--- src/rtl/nrmc_pkg.sv ---
// Shared constants and types for the NMEA RMC sentence parser.
// Used by every module of the block; has no dependencies of its own.
package nrmc_pkg;

    // Characters stored per field before further characters count as overflow.
    localparam int FIELD_CHARS = 16;

    // The position counter must be able to hold FIELD_CHARS itself (saturation).
    localparam int POS_W = $clog2(FIELD_CHARS + 1);

    // Widths of the payload fields.
    localparam int BYTE_W     = 8;
    localparam int FIELD_W    = 4;
    localparam int CHAR_POS_W = 4;

    // Characters that steer the parser.
    localparam logic [BYTE_W-1:0] CH_DOLLAR = 8'h24;
    localparam logic [BYTE_W-1:0] CH_COMMA  = 8'h2C;
    localparam logic [BYTE_W-1:0] CH_R      = 8'h52;
    localparam logic [BYTE_W-1:0] CH_M      = 8'h4D;
    localparam logic [BYTE_W-1:0] CH_C      = 8'h43;

    // Field numbering: the ninth field is the last one written, and the
    // counter stops one beyond it.
    localparam logic [FIELD_W-1:0] LAST_FIELD = 4'd8;
    localparam logic [FIELD_W-1:0] FIELD_SAT  = 4'd9;

    // One result word: a character write into the record.
    typedef struct packed {
        logic [FIELD_W-1:0]    field_index;
        logic [CHAR_POS_W-1:0] char_position;
        logic [BYTE_W-1:0]     char_value;
        logic                  sentence_done;
    } t_result;

endpackage

--- src/rtl/nrmc_in_reg.sv ---
// Input register of the NMEA RMC parser: holds one received byte.
// Depends on nrmc_pkg.
module nrmc_in_reg
    import nrmc_pkg::*;
(
    input  logic              i_clk,
    input  logic              i_rst_n,
    input  logic              i_valid,
    output logic              o_stall,
    input  logic [BYTE_W-1:0] i_rx_byte,
    input  logic              i_step,
    output logic              o_full,
    output logic [BYTE_W-1:0] o_byte
);

    logic              r_full;
    logic [BYTE_W-1:0] r_byte;

    // A held word that cannot move on blocks the next one.
    assign o_stall = r_full && !i_step;

    // Load a new word whenever the register is free or being emptied.
    always_ff @(posedge i_clk) begin
        if (!i_rst_n) begin
            r_full <= 1'b0;
        end else begin
            r_full <= o_stall ? 1'b1 : i_valid;
        end
        if (i_valid && !o_stall) begin
            r_byte <= i_rx_byte;
        end
    end

    assign o_full = r_full;
    assign o_byte = r_byte;

endmodule

--- src/rtl/nrmc_core.sv ---
// Header state machine and field parser of the NMEA RMC parser.
// Consumes one byte per step and forms at most one result word. Depends on nrmc_pkg.
module nrmc_core
    import nrmc_pkg::*;
(
    input  logic              i_clk,
    input  logic              i_rst_n,
    input  logic              i_step,
    input  logic [BYTE_W-1:0] i_byte,
    output logic              o_res_valid,
    output t_result           o_res
);

    typedef enum logic [3:0] {
        S_SYNC   = 4'd0,
        S_TALK0  = 4'd1,
        S_TALK1  = 4'd2,
        S_TYPE0  = 4'd3,
        S_TYPE1  = 4'd4,
        S_TYPE2  = 4'd5,
        S_DECIDE = 4'd6,
        S_FIELDS = 4'd7,
        S_WAIT   = 4'd8
    } t_state;

    t_state             r_state, n_state, eff_state;
    logic [BYTE_W-1:0]  r_type0, r_type1, r_type2;
    logic [BYTE_W-1:0]  n_type0, n_type1, n_type2;
    logic [FIELD_W-1:0] r_field, n_field;
    logic [POS_W-1:0]   r_pos, n_pos;
    logic               type_rmc;

    assign type_rmc = (r_type0 == CH_R) && (r_type1 == CH_M) && (r_type2 == CH_C);

    // A dollar sign restarts the header from any state.
    assign eff_state = (i_byte == CH_DOLLAR) ? S_SYNC : r_state;

    // Next state and the result word for the current byte.
    always_comb begin
        n_state     = eff_state;
        n_type0     = r_type0;
        n_type1     = r_type1;
        n_type2     = r_type2;
        n_field     = r_field;
        n_pos       = r_pos;
        o_res_valid = 1'b0;
        o_res.field_index   = r_field;
        o_res.char_position = CHAR_POS_W'(r_pos);
        o_res.char_value    = i_byte;
        o_res.sentence_done = (r_field == LAST_FIELD);
        unique case (eff_state)
            S_SYNC:  n_state = S_TALK0;
            S_TALK0: n_state = S_TALK1;
            S_TALK1: n_state = S_TYPE0;
            S_TYPE0: begin
                n_type0 = i_byte;
                n_state = S_TYPE1;
            end
            S_TYPE1: begin
                n_type1 = i_byte;
                n_state = S_TYPE2;
            end
            S_TYPE2: begin
                n_type2 = i_byte;
                n_state = S_DECIDE;
            end
            S_DECIDE: begin
                if (type_rmc) begin
                    n_state = S_FIELDS;
                    n_field = '0;
                    n_pos   = '0;
                end else begin
                    n_state = S_WAIT;
                end
            end
            S_FIELDS: begin
                if (i_byte == CH_COMMA) begin
                    n_pos = '0;
                    if (r_field < FIELD_SAT) begin
                        n_field = r_field + 1'b1;
                    end
                end else if ((r_field <= LAST_FIELD) && (r_pos < POS_W'(FIELD_CHARS))) begin
                    // Bytes past the ninth field or past capacity are dropped.
                    o_res_valid = 1'b1;
                    n_pos       = r_pos + 1'b1;
                end
            end
            default: n_state = S_WAIT;
        endcase
    end

    // State registers advance once per consumed byte.
    always_ff @(posedge i_clk) begin
        if (!i_rst_n) begin
            r_state <= S_SYNC;
            r_type0 <= '0;
            r_type1 <= '0;
            r_type2 <= '0;
            r_field <= '0;
            r_pos   <= '0;
        end else if (i_step) begin
            r_state <= n_state;
            r_type0 <= n_type0;
            r_type1 <= n_type1;
            r_type2 <= n_type2;
            r_field <= n_field;
            r_pos   <= n_pos;
        end
    end

endmodule

--- src/rtl/nrmc_out_reg.sv ---
// Result register of the NMEA RMC parser: holds one character write until taken.
// Depends on nrmc_pkg.
module nrmc_out_reg
    import nrmc_pkg::*;
(
    input  logic    i_clk,
    input  logic    i_rst_n,
    input  logic    i_load_valid,
    input  logic    i_res_valid,
    input  t_result i_res,
    output logic    o_ready,
    output logic    o_valid,
    input  logic    i_stall,
    output t_result o_res
);

    logic    r_valid;
    t_result r_res;

    // The register takes a new word when empty or when its word leaves now.
    assign o_ready = !r_valid || !i_stall;

    always_ff @(posedge i_clk) begin
        if (!i_rst_n) begin
            r_valid <= 1'b0;
        end else if (o_ready) begin
            r_valid <= i_load_valid && i_res_valid;
        end
        if (o_ready) begin
            r_res <= i_res;
        end
    end

    assign o_valid = r_valid;
    assign o_res   = r_res;

endmodule

--- src/rtl/nmea_rmc_sentence_parser_top.sv ---
// NMEA RMC sentence parser: one received byte in, at most one character write out.
// A byte is held in the input register and its write in the result register.
// Throughput: one byte per cycle while the output port is not stalled.
// Reset (i_rst_n low, synchronous): header returns to sync, counters and
// type letters clear, both internal registers empty.
module nmea_rmc_sentence_parser_top
    import nrmc_pkg::*;
(
    input  logic                  i_clk,
    input  logic                  i_rst_n,
    input  logic                  i_valid,
    output logic                  o_stall,
    input  logic [BYTE_W-1:0]     i_rx_byte,
    output logic                  o_valid,
    input  logic                  i_stall,
    output logic [FIELD_W-1:0]    o_field_index,
    output logic [CHAR_POS_W-1:0] o_char_position,
    output logic [BYTE_W-1:0]     o_char_value,
    output logic                  o_sentence_done
);

    logic              in_full;
    logic [BYTE_W-1:0] in_byte;
    logic              out_ready;
    logic              step;
    logic              res_valid;
    t_result           res;
    t_result           out_res;

    // A held byte is processed whenever the result register can take its word.
    assign step = in_full && out_ready;

    nrmc_in_reg u_in_reg (
        .i_clk     (i_clk),
        .i_rst_n   (i_rst_n),
        .i_valid   (i_valid),
        .o_stall   (o_stall),
        .i_rx_byte (i_rx_byte),
        .i_step    (step),
        .o_full    (in_full),
        .o_byte    (in_byte)
    );

    nrmc_core u_core (
        .i_clk       (i_clk),
        .i_rst_n     (i_rst_n),
        .i_step      (step),
        .i_byte      (in_byte),
        .o_res_valid (res_valid),
        .o_res       (res)
    );

    nrmc_out_reg u_out_reg (
        .i_clk        (i_clk),
        .i_rst_n      (i_rst_n),
        .i_load_valid (in_full),
        .i_res_valid  (res_valid),
        .i_res        (res),
        .o_ready      (out_ready),
        .o_valid      (o_valid),
        .i_stall      (i_stall),
        .o_res        (out_res)
    );

    assign o_field_index   = out_res.field_index;
    assign o_char_position = out_res.char_position;
    assign o_char_value    = out_res.char_value;
    assign o_sentence_done = out_res.sentence_done;

endmodule

--- config.mk ---
export PLATFORM = sky130hd
export DESIGN_NAME = nmea_rmc_sentence_parser_top
export DESIGN_NICKNAME = d
export VERILOG_FILES = /design/src/rtl/nrmc_pkg.sv /design/src/rtl/nrmc_in_reg.sv /design/src/rtl/nrmc_core.sv /design/src/rtl/nrmc_out_reg.sv /design/src/rtl/nmea_rmc_sentence_parser_top.sv
export SDC_FILE = /design/constraint.sdc
export NUM_CORES = 1
export LEC_CHECK = 0
export ABC_AREA = 1
export BUFFER_PORTS_ARGS = -buffer_cell sky130_fd_sc_hd__buf_2
export CAP_MARGIN = 20
export CORE_ASPECT_RATIO = 1.5
export CORE_MARGIN = 2
export CORE_UTILIZATION = 55
export CTS_BUF_LIST = sky130_fd_sc_hd__clkbuf_8
export CTS_CLUSTER_SIZE = 12
export DETAILED_ROUTE_END_ITERATION = 10
export PLACE_DENSITY_LB_ADDON = 0.3
export SYNTH_ARGS = -nofsm -noshare
export SYNTH_HDL_FRONTEND = slang
export SYNTH_SLANG_ARGS = --single-unit
--- constraint.sdc ---
create_clock -name i_clk -period 2.3 [get_ports i_clk]
set_input_delay 0.345 -clock i_clk [delete_from_list [all_inputs] [get_ports i_clk]]
set_output_delay 0.345 -clock i_clk [all_outputs]
set_load 0.005 [all_outputs]
**After elaboration in Yosys (flattened, before gate mapping)**

Index checks and enable logic that the tools add are counted.

- Multiplexer cells: 15
- Reductions and logical operators: 19
- Add/sub/neg operators: 2
- Equality and inequality tests: 17
- Order comparisons: 3

Operators with widths:

| operator | number |
|---|---|
| 4-bit case mux with 8 select lines | 1 |
| 8-bit by 7-bit == test with 1-bit output (second input constant) | 3 |
| 4-bit 2-to-1 mux | 5 |
| 4-bit by 3-bit == test with 1-bit output (second input constant) | 4 |
| 8-bit by 6-bit == test with 1-bit output (second input constant) | 2 |
| 5-bit 2-to-1 mux | 3 |
| 5-bit case mux with 2 select lines | 1 |
| 4-bit by 2-bit == test with 1-bit output (second input constant) | 2 |
| 4-bit case mux with 2 select lines | 1 |
| 1-bit logical AND | 7 |
| 2-bit by 1-bit != test with 1-bit output (second input constant) | 3 |
| 2-bit AND reduction | 3 |
| 5-bit by 1-bit adder with 5-bit output (second input constant) | 1 |
| 5-bit less-than comparator (second input constant) | 1 |
| 5-bit AND reduction | 1 |
| 4-bit by 1-bit adder with 4-bit output (second input constant) | 1 |
| 4-bit by 1-bit == test with 1-bit output (second input constant) | 1 |
| 4-bit == test (second input constant) | 1 |
| 4-bit less-or-equal comparator (second input constant) | 1 |
| 1-bit zero test | 4 |
| 4-bit zero test | 1 |
| 4-bit less-than comparator (second input constant) | 1 |
| 1-bit 2-to-1 mux | 4 |
| 4-bit AND reduction | 1 |
| 3 further kinds | 3 |

- Output and inout bits: 19
- Register bits: 64

**Logic depth before layout (Yosys ltp)**

- Word-level depth: 7
- Mapped depth: 12

**Cells and area by module**

Synthesis repeated with hierarchy kept, for this count alone.

- Cells, all modules: 313
- Area total of the unflattened synthesis: 2,803.9 µm²

By module, submodules not included:

| module | area each (µm²) | sequential area each (µm²) | cells each | instances |
|---|---|---|---|---|
| nrmc_core | 1,953.1 | 740.7 | 273 | 1 |
| nrmc_out_reg | 553.0 | 530.5 | 22 | 1 |
| nrmc_in_reg | 290.3 | 260.2 | 16 | 1 |
| nmea_rmc_sentence_parser_top | 7.5 | 0.0 | 2 | 1 |

**Worst setup path after synthesis**

Ideal clock, no wire load.

- Path type: input to register
- Start point: input port i_stall
- End point: register u_core.r_type1[1]
- Setup slack: 578 ps
- Arrival: 1,603 ps
- Cell stages on the path: 7
- Path through: nand2_2 -> nand2_2 -> inv_1 -> nand4_4 -> buf_4 -> o21ai_0 -> a21oi_1

- Word-level cells in the longest chain between the ends: 4

RTL lines:

| item | RTL line | text |
|---|---|---|
| from (decl) | nmea_rmc_sentence_parser_top.sv:15 | `input logic i_stall,` |
| 1-bit zero test | nrmc_out_reg.sv:21 | `assign o_ready = !r_valid \|\| !i_stall;` |
| 1-bit logical OR | nrmc_out_reg.sv:21 |  |
| 1-bit logical AND | nmea_rmc_sentence_parser_top.sv:31 | `assign step = in_full && out_ready;` |
| 2-bit AND reduction (no line) | n/a |  |
| to (signal assigned) | nrmc_core.sv:104 | `r_type1 <= n_type1;` |
| to (decl) | nrmc_core.sv:27 | `logic [BYTE_W-1:0] r_type0, r_type1, r_type2;` |

No other way between the ends.
A chain may end at the register's enable or synchronous reset.

**Worst setup path after layout**

- Start point: register u_in_reg.r_byte[6], in the netlist u_in_reg.o_byte[6]
- End point: register u_core.r_type0[3]

- Word-level cells in the longest chain between the ends: 4

RTL lines:

| item | RTL line | text |
|---|---|---|
| from (decl) | nrmc_in_reg.sv:17 | `logic [BYTE_W-1:0] r_byte;` |
| from (signal assigned) | nrmc_in_reg.sv:30 | `r_byte <= i_rx_byte;` |
| 8-bit by 6-bit == test with 1-bit output | nrmc_core.sv:36 | `assign eff_state = (i_byte == CH_DOLLAR) ? S_SYNC : r_state;` |
| 4-bit 2-to-1 mux | nrmc_core.sv:36 |  |
| 4-bit by 2-bit == test with 1-bit output | nrmc_core.sv:51 | `unique case (eff_state)` |
| 2-bit AND reduction (no line) | n/a |  |
| to (signal assigned) | nrmc_core.sv:103 | `r_type0 <= n_type0;` |
| to (decl) | nrmc_core.sv:27 |  |

No other way between the ends.

==> flow_summary.ini <==
[worst_setup_path]
path_depth = 8
start_kind = flip-flop
worstPathArrival_ns = 2.13
cp.required_ns = 2.52
crit_end = u_core.r_type0[3]
r2r-end = u_core.r_type0[3]
crit_chain = inv_1 > nand2_1 > nor2_2 > nand2_4 > o21ai_1 > nand3_2 > o21ai_0 > a21oi_1
crit_fanout = 16
crit_family = simple AND/OR/NAND/NOR gates
worstRegToRegCells = 8
path_buf_inv = 1
r2r_slack_ns = 0.39
startpoint = u_in_reg.o_byte[6]
rr_startpoint = u_in_reg.o_byte[6]
max_stage_delay_ns = 0.45
end_kind = flip-flop
worstSetupPathType = flip-flop to flip-flop
cp_slowest_cell = edfxtp_1

[global_route]
grt_first_pass_wirelength_um = 9250
antenna_found_initial = 0
grt-ovfl-total = 0
grt_pass1_vias = 2040
grt_util_all_layers_pct = 21.5
grt_max_degree = 33

[drt]
drt_first_iter_violations = 127
drc = 0
dr.pass1.iters = 4
vias = 2119
ant_nets = 0
wl_um = 5430
vias_per_cell = 5.19
wire_per_inst_um = 13.3

[place]
post-place-cells = 392
dp_hpwl_um = 3960
place_area_sq_um = 2990
port-buffer-count = 30
place_congestion = 0.826
pre_cts_slack_ns = 0.408

[timing]
timing.final.crit_share_pct = 82.9
hold_viol = 0
fin_crit_ns = 1.91
finalSetupViolations = 0
drv_slew = 0
rsz0062_at_grt = false
relSlewSlack_pct = 62.9
fin_skew_ns = 0.0116
fin_setup_tns_ns = 0
max_freq_ghz = 0.524
holdWs_ns = 0.173
fin_ws_ns = 0.392
tightest_slew_ns = 0.557

[yosys]
yosys.area.top_type = dfxtp_1
synth-edff-count = 25
synth-main-ff-cell = dfxtp_1
synth_nets = 317
synthTopCellsByCount = dfxtp_1, inv_1, nand2_1, a21oi_1, nor2_1
synthArstFlopShare_pct = 0
synth_cells = 301
synthTopCellsByArea = dfxtp_1, edfxtp_1, a21oi_1
ys_ff_latch = 64
synth_top_area_share_pct = 28.0
postSynthAreaPerCell_sq_um = 9.27
synthDistinctLibCells = 31
synth-warning-count = 0
seq_area_frac_synth_pct = 54.9
syn_area_sq_um = 2790

[layout]
final_cells = 408
drive_above_1_share_pct = 22.5
final_cell_area_sq_um = 3200
num-nets-final = 353
fin_util_pct = 66.0
synthToLayoutAreaGrowth_pct = 14.6
antenna_cells = 0
fillCellCount = 403

[clocking]
ctsHoldBuffers = 0
clock_latency_ns = 0.34
htreeDepth = 3
cts_setup_buffers = 0
clock_tree.root_cell = clkbuf_8
path_clk_slew_ns = 0.07
cts_buffers = 9
numClockSinks = 64
cts_resized = 0
cts_tree = done
clockBufferDepth = 2

[floorplan]
die_w_um = 62.2
start_util_pct = 57.6
core_sq_um = 4850
die_area_sq_um = 5670
rows = 31
die-height_um = 91.3
io-pin-count = 31

[power_and_ir_drop]
powerDensity_nw_per_um2 = 718
finalPower_mw = 2.30
power.leakage_nw = 1.36
irDropWorstVdd_mv = 0.488

[flow_run]
max_cap_viol_count = 0

[worst_hold_path]
hold_class = primary input to flip-flop

[run_status]
outcome = finished clean
## sequential cells by signal (all words and copies together), names as in the netlist, 4 cells and up
name             flops
u_out_reg.o_res     17
u_core.r_pos         5
u_core.r_type0       8
u_core.r_type2       8
u_core.r_state       4
u_core.r_type1       8
u_core.r_field       4
u_in_reg.o_byte      8
## worst min path at each step
| stage | start | to | slack (ns) | cells past startpoint |
|---|---|---|---|---|
| 6_report | i_rx_byte[7] | u_in_reg.o_byte[7] | 0.17 | 1 |
| 5_1_grt | i_rx_byte[7] | u_in_reg.o_byte[7] | 0.16 | 1 |
| 4_1_cts | i_rx_byte[7] | u_in_reg.o_byte[7] | 0.16 | 1 |
| 3_5_place_dp | u_core.r_type1[2] | u_core.r_type1[2] | 0.44 | 2 |
| 3_3_place_gp | u_core.r_type1[7] | u_core.r_type1[7] | 0.44 | 2 |
| 2_1_floorplan | u_core.r_type1[3] | u_core.r_type1[3] | 0.42 | 2 |
## cell type report
class / count / area, sq um / area share [%]
clock buffers: 12 / 165 / 5.16
repair buffers: 31 / 158 / 4.93
well taps: 66 / 82.6 / 2.58
inverters: 44 / 168 / 5.24
flip-flops and latches: 64 / 1530 / 47.9
multi-input cells: 187 / 1050 / 32.9
clock inverters: 4 / 43.8 / 1.37
## metal layers
layer	routed length [um]	part of all wire (%)	GRT usage [%]
met1	2270	42	24.6
met2	2780	51	36.0
met3	197	3.6	6.57
met4	184	3.4	11.5
met5	0	0	0
## kinds of logic after synthesis
group / Yosys count / synth area share (%)
compound gates: 65 / 12.4
xor+xnor: 2 / 0.628
fa+ha+maj: 4 / 1.79
buf+inv: 50 / 7.49
flops: 64 / 54.9
simple gates: 116 / 22.8
## cells in the final DEF, fill, tap and decap left out, types with 2 or more instances in the layout
| master | instances |
|---|---|
| edfxtp_1 | 25 |
| o21ai_0 | 22 |
| nand4_1 | 5 |
| o21ai_1 | 5 |
| nor2_2 | 4 |
| nand2_2 | 4 |
| buf_2 | 30 |
| nand3_2 | 3 |
| inv_2 | 4 |
| ha_1 | 4 |
| dfxtp_1 | 39 |
| nor2_4 | 2 |
| nor3_1 | 2 |
| o21ai_2 | 2 |
| or2_1 | 2 |
| nand2_1 | 37 |
| clkinv_2 | 2 |
| a21oi_2 | 2 |
| nand3_1 | 21 |
| inv_1 | 40 |
| nor2_1 | 27 |
| nand2_4 | 5 |
| nor2_8 | 2 |
| a21oi_1 | 32 |
| xor2_1 | 2 |
| clkbuf_8 | 12 |
## power breakdown
part / internal, mW / switching, mW / leakage [nW] / total, mW
combinational: 0.0308 / 0.0570 / 0.656 / 0.0878
clock: 0.581 / 0.400 / 0.114 / 0.981
sequential: 1.20 / 0.0234 / 0.589 / 1.23
No activity file was read; power rests on OpenSTA's default activity.
